File: src/rtl/core/rtsph_pkg.sv
package rtsph_pkg;

  // texture geometry
  localparam int TEX_BITS = 7;
  localparam int TEX_SIZE = 1 << TEX_BITS;
  localparam int ADDR_W   = 2 * TEX_BITS;
  localparam int TEXELS   = 1 << ADDR_W;

  // field widths
  localparam int IN_ADDR_W = 14;
  localparam int TEXEL_W   = 32;
  localparam int STEP_W    = 26;
  localparam int ZOOM_W    = 25;
  localparam int RADIUS_W  = 8;
  localparam int CNT_W     = 9;

  // 16.16 accumulators
  localparam int ACC_W     = 32;
  localparam int FRAC_BITS = 16;
  localparam logic [ACC_W-1:0] TEX_MID = ACC_W'(TEX_SIZE) << (FRAC_BITS - 1);

  // cycles the start-value pipeline needs after a register write or reset
  localparam logic [1:0] SETTLE_CYCLES = 2'd2;

  // config reset values
  localparam logic [STEP_W-1:0]   COS_RESET    = STEP_W'(65536);
  localparam logic [STEP_W-1:0]   SIN_RESET    = '0;
  localparam logic [ZOOM_W-1:0]   ZOOM_RESET   = ZOOM_W'(65536);
  localparam logic [RADIUS_W-1:0] RADIUS_RESET = RADIUS_W'(1);

  typedef enum logic [1:0] {
    KIND_ALBEDO = 2'd0,
    KIND_SHADE  = 2'd1,
    KIND_PIXEL  = 2'd2
  } kind_t;

  typedef enum logic [1:0] {
    CFG_COS    = 2'd0,
    CFG_SIN    = 2'd1,
    CFG_ZOOM   = 2'd2,
    CFG_RADIUS = 2'd3
  } cfg_idx_t;

  typedef struct packed {
    logic [STEP_W-1:0]   cos_step;
    logic [STEP_W-1:0]   sin_step;
    logic [ZOOM_W-1:0]   zoom_step;
    logic [RADIUS_W-1:0] sprite_radius;
  } cfg_t;

  typedef struct packed {
    logic row_end;
    logic frame_end;
  } pix_tag_t;

endpackage

File: src/rtl/core/rtsph_shade.sv
module rtsph_shade import rtsph_pkg::*; (
  input  logic               clk,
  input  logic               load,
  input  logic [TEXEL_W-1:0] alb_texel,
  input  logic [TEXEL_W-1:0] sh_texel,
  input  pix_tag_t           tag,
  output logic [TEXEL_W-1:0] pixel_r,
  output pix_tag_t           tag_out_r
);

  logic [15:0]        prod [4];
  logic [TEXEL_W-1:0] scaled;
  logic [TEXEL_W-1:0] pixel_nxt;

  // each albedo channel times the shading byte, keep the high byte
  always_comb begin
    for (int i = 0; i < 4; i++) begin
      prod[i]          = 16'(alb_texel[8*i +: 8]) * 16'(sh_texel[7:0]);
      scaled[8*i +: 8] = prod[i][15:8];
    end
    pixel_nxt = scaled | {sh_texel[31:24], 24'h000000};
  end

  // output register
  always_ff @(posedge clk) begin
    if (load) begin
      pixel_r   <= pixel_nxt;
      tag_out_r <= tag;
    end
  end

endmodule

File: config.mk
export PLATFORM = sky130hd
export DESIGN_NAME = rtsph_shade
export DESIGN_NICKNAME = d
export VERILOG_FILES = /design/src/rtl/core/rtsph_pkg.sv /design/src/rtl/core/rtsph_shade.sv
export SDC_FILE = /design/constraint.sdc
export NUM_CORES = 1
export LEC_CHECK = 0
export BUFFER_PORTS_ARGS = -buffer_cell sky130_fd_sc_hd__buf_2
export CORE_ASPECT_RATIO = 1.4
export CORE_UTILIZATION = 62
export CTS_CLUSTER_SIZE = 25
export DETAILED_ROUTE_END_ITERATION = 7
export PLACE_DENSITY = 0.82
export SLEW_MARGIN = 20
export SYNTH_ARGS = -nofsm -noshare
export SYNTH_HDL_FRONTEND = slang
export SYNTH_SLANG_ARGS = --single-unit
export TNS_END_PERCENT = 5
File: constraint.sdc
create_clock -name clk -period 5 [get_ports clk]
set_clock_uncertainty 0.05 [all_clocks]
set_input_delay 0.5 -clock clk [delete_from_list [all_inputs] [get_ports clk]]
set_output_delay 0.5 -clock clk [all_outputs]
set_load 0.02 [all_outputs]
==> flow_metrics.env <==
export IMPL_slew_viol_final=0
export IMPL_num_rows=51
export IMPL_post_route_util_pct=69.3
export IMPL_grt_pass1_vias=6618
export IMPL_avgViaCountPerCell=5.30
export IMPL_postCtsHoldBufs=0
export IMPL_yosysWarningCount=0
export IMPL_crit_family="adder cells"
export IMPL_layout_common_cells="and2_1 (208), inv_1 (170), fa_1 (140)"
export IMPL_rsz0062_at_grt="false"
export IMPL_ant_nets=0
export IMPL_antenna_found_initial=0
export IMPL_grt_usage_pct=24.9
export IMPL_synth_area_per_cell_um2=9.76
export IMPL_arrival_ns=4.57
export IMPL_crit_path_cell_trace="buf_2, and2_1, fa_1, inv_1, fa_1, inv_1, fa_1, inv_1, fa_1, inv_1, ha_1, and3_1, a221oi_2, a21o_1, a31oi_1, a21oi_1, xnor2_1"
export IMPL_power_total_mw=3.27
export IMPL_min_period_over_period_pct=91.7
export IMPL_clkSinkCount=34
export IMPL_start_util_pct=63.4
export IMPL_die_height_um=143
export IMPL_die_w_um=103
export IMPL_crit_fanout=32
export IMPL_end_kind="flip-flop"
export IMPL_status="complete, no violations"
export IMPL_slowest_delay_ns=0.54
export IMPL_num_vias=6153
export IMPL_critPathBufInv=5
export IMPL_port_buffers=85
export IMPL_hold_worst_slack_ns=0.335
export IMPL_n_antenna_cell=0
export IMPL_post_route_drc_count=0
export IMPL_synth_flop_cell="edfxtp_1"
export IMPL_synth_top_family_by_area="adder cells"
export IMPL_syn_to_final_growth_pct=9.34
export IMPL_powerDensity_nw_per_um2=341
export IMPL_maxSlewHeadroom_pct=44.9
export IMPL_synth_compound_area_share_pct=5.83
export IMPL_ctsResizeCount=0
export IMPL_grt_max_degree=35
export IMPL_cp_start_kind="input port"
export IMPL_first_pass_iters=4
export IMPL_fin_nets=1315
export IMPL_cp_required_ns=4.98
export IMPL_layout_drive_gt1_share_pct=12.5
export IMPL_clk_pin_slew_ns=0.06
export IMPL_finalHoldViolations=0
export IMPL_numCtsBuffers=5
export IMPL_synth_cell_types=47
export IMPL_routed_wirelength_mm=16.5
export IMPL_ios=102
export IMPL_synth_xor_xnor_area_share_pct=2.79
export IMPL_max_freq_mhz=218
export IMPL_ys_seq_elements=34
export IMPL_design_die_area_um2=14600
export IMPL_wire_per_inst_um=14.2
export IMPL_gp_congestion=0.825
export IMPL_synthesis_nets=1239
export IMPL_final_common_cell="and2_1"
export IMPL_synthSimpleGateAreaFrac_pct=20.5
export IMPL_synth_area_um2=8780
export IMPL_p_leak_nw=5.04
export IMPL_synthMuxAreaShare_pct=0.228
export IMPL_synth_edf_count=34
export IMPL_drtIter0Drc=178
export IMPL_tightest_slew_ns=0.827
export IMPL_htreeDepth=2
export IMPL_path_class="input port to flip-flop"
export IMPL_period_needed_ns=4.59
export IMPL_setup_tns_ns=0
export IMPL_peakVddDrop_mv=0.260
export IMPL_grt_pass1_wl_mm=28.8
export IMPL_synth_fa_ha_area_share_pct=50.7
export IMPL_syn_inst=899
export IMPL_tritoncts="yes"
export IMPL_dp_hpwl_mm=13.7
export IMPL_clockBufferDepth=2
export IMPL_core_area_um2=13800
export IMPL_maxCapViolations=0
export IMPL_cpMaxStageDelayCell="fa_1"
export IMPL_hp_class="input port to flip-flop"
export IMPL_cts_root_buf="clkbuf_16"
export IMPL_async_flop_share_pct=0
export IMPL_yosysSeqAreaShare_pct=11.6
export IMPL_cts_setup_buffers=0
export IMPL_setup_viol=0
export IMPL_grt_ovfl_total=0
==> path summary, 6_finish.rpt <==
kind   startpoint  slack [ns]           end  cells past startpoint
max   sh_texel[2]        0.41    pixel_r[7]                     17
min        tag[1]        0.33  tag_out_r[1]                      1
==> state kept, by name (all words and copies together), names as in the netlist <==
name	cells
pixel_r	32
tag_out_r	2
==> routing by layer <==
metal	track usage, %	routed length (um)
met1	29.7	6750
met2	46.8	9020
met3	2.59	484
met4	6.17	231
met5	0	0
==> where the power goes <==
group | internal, mW | total [mW] | switching, mW | leakage (nW)
Clock | 0.287 | 0.418 | 0.131 | 0.0940
Sequential | 0.519 | 0.542 | 0.0227 | 0.333
Combinational | 1.01 | 2.31 | 1.30 | 4.61
Total | 1.82 | 3.27 | 1.45 | 5.04
==> cell usage after synthesis, types with 2 or more instances <==
master	number	area share [%]
o21ai_1	4	0.23
xor2_1	9	0.90
and4_1	3	0.30
nand3_1	4	0.23
inv_1	170	7.3
a31oi_1	2	0.14
nand2_1	47	2.0
xnor2_1	19	1.9
nor2b_1	5	0.36
and2_1	208	15
nand4b_1	3	0.30
nor3_1	3	0.17
a31oi_2	2	0.29
a221oi_2	3	0.51
edfxtp_1	34	12
nand2b_1	6	0.43
clkbuf_1	23	0.98
and3_1	5	0.36
a21o_1	13	1.1
nor2_1	17	0.73
mux2i_1	2	0.23
o21ai_2	3	0.30
fa_1	140	32
a21oi_1	13	0.74
a211oi_2	3	0.43
nand4_1	2	0.14
o21ai_0	4	0.23
ha_1	132	19
a2111oi_4	2	0.63
==> cells by family (layout without fill, tap and decap cells) <==
logic type | after synthesis | in the layout
AOI/OAI and AO/OA | 60 | 60
xor gates and xnor gates | 28 | 28
adders and majority gates | 272 | 272
buffers and inverters | 194 | 271
DFF | 34 | 34
muxes | 2 | 2
and+or+nand+nor | 309 | 309
==> per-stage QoR <==
stage | std cells | area (um^2) | setup slack (ns)
2_1_floorplan | 899 | 8780 | 0.541
3_3_place_gp | 1153 | 9400 | 0.141
3_5_place_dp | 1153 | 9400 | 0.118
4_1_cts | 1161 | 9600 | 0.398
5_1_grt | 1161 | 9600 | 0.219
6_report | 1161 | 9600 | 0.415
==> final cells by class <==
type,count,area (um^2)
multi-input combinational,671,7030
timing repair buffer,93,485
inverter,170,638
tap,185,231
fill,1078,4250
sequential,34,1020
clock inverter,3,68.8
clock buffer,5,125
Power figures use the tool's default switching activity.
