File: src/rtl/core/rtsph_pkg.sv
package rtsph_pkg;

  // texture geometry
  localparam int TEX_BITS = 7;
  localparam int TEX_SIZE = 1 << TEX_BITS;
  localparam int ADDR_W   = 2 * TEX_BITS;
  localparam int TEXELS   = 1 << ADDR_W;

  // field widths
  localparam int IN_ADDR_W = 14;
  localparam int TEXEL_W   = 32;
  localparam int STEP_W    = 26;
  localparam int ZOOM_W    = 25;
  localparam int RADIUS_W  = 8;
  localparam int CNT_W     = 9;

  // 16.16 accumulators
  localparam int ACC_W     = 32;
  localparam int FRAC_BITS = 16;
  localparam logic [ACC_W-1:0] TEX_MID = ACC_W'(TEX_SIZE) << (FRAC_BITS - 1);

  // cycles the start-value pipeline needs after a register write or reset
  localparam logic [1:0] SETTLE_CYCLES = 2'd2;

  // config reset values
  localparam logic [STEP_W-1:0]   COS_RESET    = STEP_W'(65536);
  localparam logic [STEP_W-1:0]   SIN_RESET    = '0;
  localparam logic [ZOOM_W-1:0]   ZOOM_RESET   = ZOOM_W'(65536);
  localparam logic [RADIUS_W-1:0] RADIUS_RESET = RADIUS_W'(1);

  typedef enum logic [1:0] {
    KIND_ALBEDO = 2'd0,
    KIND_SHADE  = 2'd1,
    KIND_PIXEL  = 2'd2
  } kind_t;

  typedef enum logic [1:0] {
    CFG_COS    = 2'd0,
    CFG_SIN    = 2'd1,
    CFG_ZOOM   = 2'd2,
    CFG_RADIUS = 2'd3
  } cfg_idx_t;

  typedef struct packed {
    logic [STEP_W-1:0]   cos_step;
    logic [STEP_W-1:0]   sin_step;
    logic [ZOOM_W-1:0]   zoom_step;
    logic [RADIUS_W-1:0] sprite_radius;
  } cfg_t;

  typedef struct packed {
    logic row_end;
    logic frame_end;
  } pix_tag_t;

endpackage

File: src/rtl/core/rtsph_coord.sv
module rtsph_coord import rtsph_pkg::*; (
  input  logic              clk,
  input  logic              rst_n,
  input  cfg_t              cfg,
  input  logic              step,
  output logic [ADDR_W-1:0] alb_addr,
  output logic [ADDR_W-1:0] sh_addr,
  output pix_tag_t          tag_r
);

  logic [CNT_W-1:0] w;
  logic [ACC_W-1:0] w_ext, cos_ext, sin_ext, zoom_ext;
  logic [ACC_W-1:0] cos_half, sin_half, zoom_half;

  logic [ACC_W-1:0] p_wc_r, p_ws_r, p_wz_r;
  logic [ACC_W-1:0] st_u_r, st_v_r, st_s_r;

  logic [ACC_W-1:0] run_u_r, run_v_r, run_s_r, row_u_r, row_v_r, row_t_r, start_s_r;
  logic [ACC_W-1:0] run_u_nxt, run_v_nxt, run_s_nxt, row_u_nxt, row_v_nxt, row_t_nxt;
  logic [ACC_W-1:0] start_s_nxt;
  logic [CNT_W-1:0] col_r, row_r, col_nxt, row_nxt;
  pix_tag_t         tag_nxt;

  logic             first;
  logic [ACC_W-1:0] eu, ev, es, erow_u, erow_v, erow_t, estart_s;

  // step values, sign or zero extended, and their halves
  assign w         = {cfg.sprite_radius, 1'b0};
  assign w_ext     = ACC_W'(w);
  assign cos_ext   = {{(ACC_W-STEP_W){cfg.cos_step[STEP_W-1]}}, cfg.cos_step};
  assign sin_ext   = {{(ACC_W-STEP_W){cfg.sin_step[STEP_W-1]}}, cfg.sin_step};
  assign zoom_ext  = ACC_W'(cfg.zoom_step);
  assign cos_half  = {cos_ext[ACC_W-1], cos_ext[ACC_W-1:1]};
  assign sin_half  = {sin_ext[ACC_W-1], sin_ext[ACC_W-1:1]};
  assign zoom_half = {1'b0, zoom_ext[ACC_W-1:1]};

  // frame start values: products, then sums, tracking config continuously
  always_ff @(posedge clk) begin
    p_wc_r <= w_ext * cos_half;
    p_ws_r <= w_ext * sin_half;
    p_wz_r <= w_ext * zoom_half;
    st_u_r <= TEX_MID - p_wc_r + p_ws_r;
    st_v_r <= TEX_MID - p_ws_r - p_wc_r;
    st_s_r <= TEX_MID - p_wz_r;
  end

  // accumulator values seen by this pixel
  always_comb begin
    first    = (col_r == '0) && (row_r == '0);
    eu       = first ? st_u_r : run_u_r;
    ev       = first ? st_v_r : run_v_r;
    es       = first ? st_s_r : run_s_r;
    erow_u   = first ? st_u_r : row_u_r;
    erow_v   = first ? st_v_r : row_v_r;
    erow_t   = first ? st_s_r : row_t_r;
    estart_s = first ? st_s_r : start_s_r;
  end

  // texel addresses from the integer parts
  assign alb_addr = {ev[FRAC_BITS +: TEX_BITS], eu[FRAC_BITS +: TEX_BITS]};
  assign sh_addr  = {erow_t[FRAC_BITS +: TEX_BITS], es[FRAC_BITS +: TEX_BITS]};

  // accumulator and counter advance
  always_comb begin
    run_u_nxt   = run_u_r;
    run_v_nxt   = run_v_r;
    run_s_nxt   = run_s_r;
    row_u_nxt   = row_u_r;
    row_v_nxt   = row_v_r;
    row_t_nxt   = row_t_r;
    start_s_nxt = start_s_r;
    col_nxt     = col_r;
    row_nxt     = row_r;
    tag_nxt     = tag_r;
    if (step) begin
      start_s_nxt       = estart_s;
      tag_nxt.row_end   = 1'b0;
      tag_nxt.frame_end = 1'b0;
      if (col_r >= w) begin
        row_u_nxt       = erow_u - sin_ext;
        row_v_nxt       = erow_v + cos_ext;
        row_t_nxt       = erow_t + zoom_ext;
        run_u_nxt       = row_u_nxt;
        run_v_nxt       = row_v_nxt;
        run_s_nxt       = estart_s;
        col_nxt         = '0;
        tag_nxt.row_end = 1'b1;
        if (row_r >= w) begin
          row_nxt           = '0;
          tag_nxt.frame_end = 1'b1;
        end else begin
          row_nxt = row_r + CNT_W'(1);
        end
      end else begin
        row_u_nxt = erow_u;
        row_v_nxt = erow_v;
        row_t_nxt = erow_t;
        run_u_nxt = eu + cos_ext;
        run_v_nxt = ev + sin_ext;
        run_s_nxt = es + zoom_ext;
        col_nxt   = col_r + CNT_W'(1);
      end
    end
  end

  always_ff @(posedge clk) begin
    if (!rst_n) begin
      run_u_r   <= '0;
      run_v_r   <= '0;
      run_s_r   <= '0;
      row_u_r   <= '0;
      row_v_r   <= '0;
      row_t_r   <= '0;
      start_s_r <= '0;
      col_r     <= '0;
      row_r     <= '0;
      tag_r     <= '0;
    end else begin
      run_u_r   <= run_u_nxt;
      run_v_r   <= run_v_nxt;
      run_s_r   <= run_s_nxt;
      row_u_r   <= row_u_nxt;
      row_v_r   <= row_v_nxt;
      row_t_r   <= row_t_nxt;
      start_s_r <= start_s_nxt;
      col_r     <= col_nxt;
      row_r     <= row_nxt;
      tag_r     <= tag_nxt;
    end
  end

endmodule

File: config.mk
export PLATFORM = sky130hd
export DESIGN_NAME = rtsph_coord
export DESIGN_NICKNAME = d
export VERILOG_FILES = /design/src/rtl/core/rtsph_pkg.sv /design/src/rtl/core/rtsph_coord.sv
export SDC_FILE = /design/constraint.sdc
export NUM_CORES = 2
export LEC_CHECK = 0
export BUFFER_PORTS_ARGS = -buffer_cell sky130_fd_sc_hd__buf_2
export CAP_MARGIN = 40
export CORE_MARGIN = 2
export CORE_UTILIZATION = 45
export CTS_CLUSTER_DIAMETER = 50
export DETAILED_ROUTE_END_ITERATION = 16
export GPL_TIMING_DRIVEN = 0
export PLACE_DENSITY = 0.71
export SETUP_SLACK_MARGIN = 0.05
export SLEW_MARGIN = 20
export SYNTH_ARGS = -nofsm -noshare
export SYNTH_HDL_FRONTEND = slang
export SYNTH_SLANG_ARGS = --single-unit
File: constraint.sdc
create_clock -name clk -period 5.62 [get_ports clk]
set_input_delay 0 -clock clk [delete_from_list [all_inputs] [get_ports clk]]
set_output_delay 0 -clock clk [all_outputs]
set_load 0.01 [all_outputs]
==> flow_summary_export.csv <==
group,metric,value,unit
die,floorplan.initialDensity,0.4533,
sta,tightest_slew,959.9,ps
route,wire_per_inst,22.80,µm
power_and_ir_drop,clock_power_share,0.156,
critical_path,regToRegSetupSlack,120,ps
synthesis,synth_largest_area_cell,"sky130_fd_sc_hd__dfxtp_1",
clocking,clock_sinks,312,
power_and_ir_drop,p_comb_frac,0.665,
route,vias,31062,
synthesis,syn_inst,4154,
die,num_io_pins,118,
min_path,holdCritPathClass,"input port to flop",
global_routing,grt-ovfl-total,0,
die,die_h,274.6,µm
critical_path,critical_path_cell_by_cell,"inv_1 > ha_1 > nor4b_2 > nand4_1 > buf_4 > clkbuf_4 > buf_4 > and2_1 > ha_1 > fa_1 > a21o_1 > a21o_1 > a2111oi_4 > o31ai_2 > o221ai_2 > o21ai_2 > a221o_1 > a2111o_1 > a31o_1 > a21oi_2",
critical_path,cp_max_fo,10,
power_and_ir_drop,net_switching_component_of_the_power,9.402,mW
route,firstDrtPassIters,8,
die,rows,99,
synthesis,yosys_warning_total,0,
sta,timing.fmax,181.8,MHz
critical_path,cp.buffers_inverters,4,
synthesis,synthDistinctLibCells,78,
cells_and_area,non_filler_cells_in_the_finished_layout,5353,
clocking,worst_setup_hold_path_clk_slew,60,ps
route,totalWireLength,122.0,mm
clocking,tritoncts.num_buffers,46,
placed_design,placed_cell_count,5245,
clocking,cts.htree.levels,2,
sta,tns,0,ps
flow_run,maxCapViolCount,0,
synthesis,synth_top_area_frac,0.1895,
critical_path,criticalPathCategory,"flop to flop",
synthesis,synth-adder-area-share,0.3032,
sta,setup_repair_after_global_routing_missed_its_margin,"yes",
synthesis,synth_compound_area_frac,0.1587,
sta,clock_skew,27.22,ps
global_routing,initial_antenna_violation_count,11,
global_routing,globalRouteTotalUtil,0.3236,
synthesis,synth-edff-count,0,
global_routing,grt_pass1_wl,182.4,mm
critical_path,worstPathArrival,6040,ps
die,chipWidth,274.6,µm
synthesis,postSynthRegisterBits,312,
sta,setup-violations-final,0,
power_and_ir_drop,p_leak,17.53,nW
synthesis,synth_area_leaders,"sky130_fd_sc_hd__dfxtp_1, sky130_fd_sc_hd__fa_1, sky130_fd_sc_hd__ha_1",
clocking,cts_tree,"built",
route,remaining_drc_errors,0,
cells_and_area,drive_above_1_share,0.06307,
critical_path,cp_slowest_stage_delay,460,ps
sta,count_of_final_max_slew_check_failures,0,
die,fp.dieArea,75430,µm²
route,violation_count_after_the_first_detailed_routing_iteration,3262,
clocking,clockRootBuffer,"sky130_fd_sc_hd__clkbuf_16",
power_and_ir_drop,power.switching_fraction,0.4749,
clocking,clock_insertion_delay_worst_skew,600,ps
die,core_region_area,72710,µm²
route,drtAntennaViolNets,0,
synthesis,avgSynthCellArea,7.935,µm²
cells_and_area,area_delta_synth_final,12.13,%
route,vias_per_cell,5.803,
global_routing,grt_max_degree,14,
power_and_ir_drop,seq_power_share,0.180,
clocking,max-clock-path-buffers,3,
critical_path,setup.worst_path.start_class,"flop",
critical_path,sort_of_element_at_the_end_of_the_critical_path,"flop",
placed_design,dpl.hpwl,95.98,mm
global_routing,via_count_of_the_first_global_routing_pass,30241,
synthesis,combinational_family_with_the_most_area_after_synthesis,"adder cells",
placed_design,portBuffers,104,
synthesis,seq_area_frac_synth,0.1895,
synthesis,synth.cell_area,32960,µm²
synthesis,syn-num-nets,4863,
critical_path,cpMaxStageDelayCell,"sky130_fd_sc_hd__fa_1",
critical_path,crit_family,"compound AO/OA/AOI/OAI gates",
synthesis,synth_async_sr_flop_share,0,
power_and_ir_drop,irDropWorstVdd,0.2407,mV
critical_path,cp_data_required_time,6160,ps
run_status,outcome,"finished clean",
synthesis,yosysMostFrequentCell,"sky130_fd_sc_hd__nand2_1",
sta,relSlewSlack,0.3601,
power_and_ir_drop,cell_pwr_density,535.6,nW/µm²
sta,hold_viol,0,
power_and_ir_drop,power.total,19.80,mW
synthesis,synth-main-ff-cell,"sky130_fd_sc_hd__dfxtp_1",
cells_and_area,finalNetCount,5065,
placed_design,gp_congestion,1.046,
synthesis,synth_xor_xnor_area_share,0.06696,
synthesis,synthSimpleGateAreaFrac,0.2076,
synthesis,post_synth_mux_area_share,0.002164,
sta,final.period_utilization,0.9790,
sta,post-route-min-period,5502,ps
synthesis,post_synth_most_frequent_cells,"sky130_fd_sc_hd__nand2_1, sky130_fd_sc_hd__inv_1, sky130_fd_sc_hd__ha_1",
power_and_ir_drop,p_int,10.39,mW
[power groups by stage]
stage / combinational, mW / clock (mW) / sequential, mW
6_report: 13.2 / 3.08 / 3.56
5_1_grt: 14.7 / 3.17 / 3.61
4_1_cts: 12.9 / 3.08 / 3.53
3_5_place_dp: 12.8 / 0 / 3.57
3_3_place_gp: 12.6 / 0 / 3.55
2_1_floorplan: 9.79 / 0 / 3.31
[layout make-up]
| cell class | count | area [µm²] |
|---|---|---|
| sequential | 312 | 6246 |
| clock inverter | 27 | 364.1 |
| timing repair buffer | 154 | 1106 |
| fill | 6921 | 35750 |
| inverter | 486 | 1824 |
| buffer | 145 | 580.6 |
| multi-input combinational | 3211 | 24400 |
| clock buffer | 57 | 1234 |
| tap | 959 | 1200 |
| antenna | 2 | 5.005 |
[timing repair]
action | 4_1_cts | 5_1_grt
hold endpoints to repair | 11 | 0
gates resized for setup | 14 | 38
buffers inserted | 1 | 1
hold buffers | 9 | 0
endpoints found under the setup margin | 60 | 34
pin swaps | 1 | 0
[routing by layer]
metal,GRT usage,wire [µm],vias up
met5,0,88,-
met4,0.2294,10520,14
met3,0.07148,12300,465
met2,0.5001,52110,1617
met1,0.4006,47020,14823
li1,-,-,14143
[placed cells by master (no fill, tap or decap), types with 8 or more instances in the layout]
cell	instances
sky130_fd_sc_hd__inv_1	483
sky130_fd_sc_hd__nor2_1	287
sky130_fd_sc_hd__a21oi_1	268
sky130_fd_sc_hd__a21o_1	74
sky130_fd_sc_hd__dlygate4sd3_1	9
sky130_fd_sc_hd__o21ai_0	162
sky130_fd_sc_hd__buf_8	12
sky130_fd_sc_hd__o22ai_1	10
sky130_fd_sc_hd__and3_1	24
sky130_fd_sc_hd__nor2b_1	25
sky130_fd_sc_hd__clkbuf_2	15
sky130_fd_sc_hd__nor3_1	67
sky130_fd_sc_hd__and2_1	244
sky130_fd_sc_hd__nand2b_1	23
sky130_fd_sc_hd__a211o_1	9
sky130_fd_sc_hd__nand4_1	19
sky130_fd_sc_hd__buf_6	26
sky130_fd_sc_hd__clkbuf_1	124
sky130_fd_sc_hd__fa_1	296
sky130_fd_sc_hd__o21bai_1	18
sky130_fd_sc_hd__buf_2	106
sky130_fd_sc_hd__buf_1	8
sky130_fd_sc_hd__a311oi_1	15
sky130_fd_sc_hd__ha_1	325
sky130_fd_sc_hd__nor4_1	11
sky130_fd_sc_hd__or3_1	18
sky130_fd_sc_hd__xnor2_1	177
sky130_fd_sc_hd__nand3_1	62
sky130_fd_sc_hd__o21a_1	40
sky130_fd_sc_hd__xor2_1	75
sky130_fd_sc_hd__dfxtp_1	312
sky130_fd_sc_hd__or4_1	9
sky130_fd_sc_hd__a211oi_1	27
sky130_fd_sc_hd__o211ai_1	30
sky130_fd_sc_hd__nand2_1	674
sky130_fd_sc_hd__a31oi_1	47
sky130_fd_sc_hd__o21ai_1	36
sky130_fd_sc_hd__clkbuf_16	47
[stage by stage]
step	hold slack, ps	utilization	instance area, µm²	setup WS [ps]
after floorplan	127.3	-	32960	802.1
after global routing	34.20	0.5083	36960	14.89
after detailed placement	390.2	0.4819	35040	-789.5
final	19.90	0.5083	36960	118.0
after CTS	3.520	0.5056	36760	52.34
after global placement	386.5	0.4770	34680	-864.2
[worst register-to-register path: cells and delay by family, from the launching register on]
| kind | cells | cell delay (ps) |
|---|---|---|
| DFF | 1 | 370 |
| adders and majority gates | 3 | 860 |
| AOI/OAI and AO/OA | 10 | 2650 |
| and+or+nand+nor | 3 | 680 |
| buffers and inverters | 4 | 890 |
[final timing paths]
path,from,endpoint,cells past startpoint
max reg2reg,col_r[1],run_u_r[20],20
min reg2reg,p_wz_r[22],st_s_r[22],1
max,col_r[1],run_u_r[20],20
min,cfg[54],run_v_r[21],4
[cells by family after synthesis]
family,after synthesis
buf+inv,631
flops,312
simple gates,1495
fa+ha+maj,621
compound gates,836
mux,7
xor+xnor,252
[state kept, by name (all words and copies together), names as in the netlist]
| name | cells |
|---|---|
| col_r | 9 |
| p_wc_r | 22 |
| p_ws_r | 22 |
| p_wz_r | 22 |
| row_r | 9 |
| row_t_r | 23 |
| row_u_r | 23 |
| row_v_r | 23 |
| run_s_r | 23 |
| run_u_r | 23 |
| run_v_r | 23 |
| st_s_r | 22 |
| st_u_r | 21 |
| st_v_r | 22 |
| start_s_r | 23 |
| tag_r | 2 |
No activity file was read; power rests on OpenSTA's default activity.
